File: config.mk
export PLATFORM = sky130hd
export DESIGN_NAME = tlbl_ram
export DESIGN_NICKNAME = d
export VERILOG_FILES = /design/src/rtl/tlbl_ram.sv
export SDC_FILE = /design/constraint.sdc
export NUM_CORES = 1
export LEC_CHECK = 0
export ABC_AREA = 1
export ABC_CLOCK_PERIOD_IN_PS = 1840
export BUFFER_PORTS_ARGS = -buffer_cell sky130_fd_sc_hd__buf_4
export CAP_MARGIN = 30
export CORE_UTILIZATION = 65
export DETAILED_ROUTE_END_ITERATION = 10
export GPL_ROUTABILITY_DRIVEN = 0
export GPL_TIMING_DRIVEN = 0
export PLACE_DENSITY_LB_ADDON = 0.15
export SLEW_MARGIN = 25
export SYNTH_ARGS = -nofsm -noshare
export SYNTH_HDL_FRONTEND = slang
export SYNTH_SLANG_ARGS = --single-unit
File: constraint.sdc
create_clock -name i_clk -period 1.84 [get_ports i_clk]
set_clock_uncertainty 0.15 [all_clocks]
set_input_delay 0.092 -clock i_clk [delete_from_list [all_inputs] [get_ports i_clk]]
set_output_delay 0.092 -clock i_clk [all_outputs]
set_load 0.05 [all_outputs]
File: src/rtl/tlbl_ram.sv
// Generic single-write, single-read RAM with registered read data.
`default_nettype none
module tlbl_ram #(
    parameter  int unsigned WIDTH = 8,
    parameter  int unsigned DEPTH = 16,
    localparam int unsigned AW    = (DEPTH > 1) ? $clog2(DEPTH) : 1
) (
    input  wire logic             i_clk,
    input  wire logic             i_we,
    input  wire logic [AW-1:0]    i_waddr,
    input  wire logic [WIDTH-1:0] i_wdata,
    input  wire logic [AW-1:0]    i_raddr,
    output logic      [WIDTH-1:0] o_rdata
);

    logic [WIDTH-1:0] r_mem [DEPTH];

    always_ff @(posedge i_clk) begin
        if (i_we) begin
            r_mem[i_waddr] <= i_wdata;
        end
        o_rdata <= r_mem[i_raddr];
    end

endmodule
`default_nettype wire

==> flow_summary.yaml <==
critical_path:
  ff2ff_path_depth: 7
  endpoint_kind: "register"
  worstSetupPathType: "input port to register"
  critPathRequiredTime_ns: 2.15
  critPathBufInv: 5
  critical_path.max_fanout: 10
  reg2reg_from: "r_mem[7][0]"
  crit_path_max_incr_delay_ns: 0.53
  cp_cell_sequence: "dlygate4sd3_1, clkbuf_4, clkinvlp_4, buf_4, nand3_1, nand3_2, nand2_1, dlygate4sd3_1"
  start_kind: "input port"
  reg2reg_to: "o_rdata[0]"
  slowest_stage: "dlygate4sd3_1"
  ff2ff_setup_slack_ns: 0.10
  critPathTopFamily: "buffers and inverters"
  crit_arrival_ns: 2.12
  crit_top_cell: "dlygate4sd3_1"
route:
  avgViaCountPerCell: 5.67
  vias: 4107
  ant_nets: 0
  drt_wl_total_mm: 13.5
  firstDrtPassIters: 6
  drc_errors: 0
  drtIter0Drc: 497
  drt-wirelength-per-cell_um: 18.6
layout:
  antennaDiodeCount: 0
  fin_util_pct: 80.8
  fin_nets: 625
  final_area_um2: 6770
  drive_gt1_share_pct: 13.4
  mostFrequentLayoutCells: "nand2_1 (173), edfxtp_1 (128), inv_1 (99)"
  final_common_cell: "nand2_1"
  area_delta_synth_final_pct: 17.4
  post_layout_nonfiller_instances: 724
global_route:
  grt_pass1_wl_mm: 20.2
  grt_overflow_total: 0
  grtUsageTotal_pct: 32.1
  grt_max_degree: 17
  antenna_found_initial: 0
  grt_pass1_vias: 3764
die:
  die_h_um: 96.2
  floorplan.initialDensity_pct: 68.8
  io-pin-count: 26
  row_count: 33
  die_w_um: 96.2
  core_area_um2: 8380
  die_area_um2: 9250
yosys:
  synth.net_count: 569
  synth_cell_types: 12
  netlist_area_um2: 5770
  ys_seq_area_share_pct: 69.4
  yosys_warnings: 0
  avgSynthCellArea_um2: 10.5
  synthCells: 551
  ys_ff_latch: 136
placed_design:
  io_buffers: 22
  dp_hpwl_mm: 8.41
  placed_cells: 678
  placed_area_um2: 6060
hold_path:
  min_from: "i_raddr[0]"
  hold_path.class: "input port to register"
  whs_endpoint: "o_rdata[1]"
  min_path_cells: 8
power_and_ir_drop:
  seq_power_share_pct: 48.5
  power_density_nw_per_um2: 1060
  swShare_pct: 24.0
  switching_power_w: 0.00172
  clock_power_share_pct: 43.6
  ir_drop_mv: 0.854
  power.leakage_nw: 2.95
  power_frac_comb_pct: 7.9
  internal_power_w: 0.00545
run_status:
  status: "finished, final reports clean"
sta:
  tightest_slew_ns: 0.908
  hold_violations: 0
  post-route-period-util_pct: 98.5
  finalSetupViolations: 0
  fmax_ghz: 0.552
  fin_crit_ns: 1.81
  timing.hold.ws_ns: 0.0363
  maxSlewHeadroom_pct: 39.2
  drv_slew: 0
cts:
  htreeDepth: 4
  cts_tree: "done"
  clk_pin_slew_worst_paths_ns: 0.06
  cts_made_buffers: 17
  clkSinkCount: 136
  clk_latency_ns: 0.52
  root_buffer: "clkbuf_8"
  clk_path_buf_depth: 2
job:
  drv_cap: 0
-- sequential cells by signal (all words and copies together) (netlist names) --
name     flops
r_mem      128
o_rdata      8
-- worst register-to-register path, stage by stage (launching register included) --
cell and delay, ns:
edfxtp_1 0.37, inv_1 0.06, nand2_1 0.04, nand3_1 0.10, nand3_1 0.14, nand3_2 0.15
nand2_1 0.07, dlygate4sd3_1 0.54
-- cells by family after synthesis --
kind of cell           Yosys count  share of synthesized area (%)
buffers and inverters          126                           9.52
DFF                            136                           69.4
and+or+nand+nor                289                           21.0
-- synthesized netlist by cell type --
master    count  area [um2]
inv_2         2        7.51
buf_1         1        3.75
inv_1       100         375
nand3b_1      2        15.0
nand3_1      97         485
buf_2        13        65.1
edfxtp_1    128        3840
nor2_1       17        63.8
buf_4         4        30.0
dfxtp_1       8         160
buf_6         6        67.6
nand2_1     173         649
-- layout make-up --
type	instances	area (um2)
fill	486	1610
timing repair buffer	37	308
sequential	136	4000
tap	105	131
multi-input combinational	289	1220
buffer	24	169
inverter	102	387
clock inverter	14	139
clock buffer	17	414
-- how the worst max path moves through the flow --
stage,cells after the start,from,endpoint
finish,8,i_raddr[2],o_rdata[0]
global route,8,i_raddr[2],o_rdata[0]
CTS,8,i_raddr[2],o_rdata[0]
detailed placement,3,i_waddr[3],r_mem[6][1]
global placement,3,i_waddr[3],r_mem[6][0]
floorplan,2,i_waddr[2],r_mem[10][0]
-- power by group through the flow --
stage	registers [W]	clock network, W	logic (W)
floorplan	0.00362	0	0.000244
global placement	0.00354	0	0.000509
detailed placement	0.00355	0	0.000520
CTS	0.00348	0.00313	0.000548
global route	0.00349	0.00324	0.000609
finish	0.00348	0.00312	0.000567
-- layer usage --
layer  global-route usage [%]  vias to the layer above  wire, um
met5                        0                        -         0
met4                     17.8                        0       516
met3                     6.08                       39      1430
met2                     48.9                      316      6290
met1                     44.0                     1862      5260
li1                         -                     1890         -
-- through the flow --
step / total power, W / setup slack, ns / TNS, ns
CTS: 0.00716 / 0.0190 / 0
floorplan: 0.00386 / 0.647 / 0
detailed placement: 0.00407 / 0.104 / 0
finish: 0.00717 / 0.0272 / 0
global route: 0.00734 / -0.0308 / -0.0308
global placement: 0.00405 / 0.161 / 0
-- timing repair --
action | 4_1_cts | 5_1_grt
resized for setup | 0 | 3
endpoints found under the setup margin | 0 | 1
hold endpoints to repair | 136 | 0
hold buffers | 12 | 0
setup buffers | 0 | 3
No activity file was read; power rests on OpenSTA's default activity.
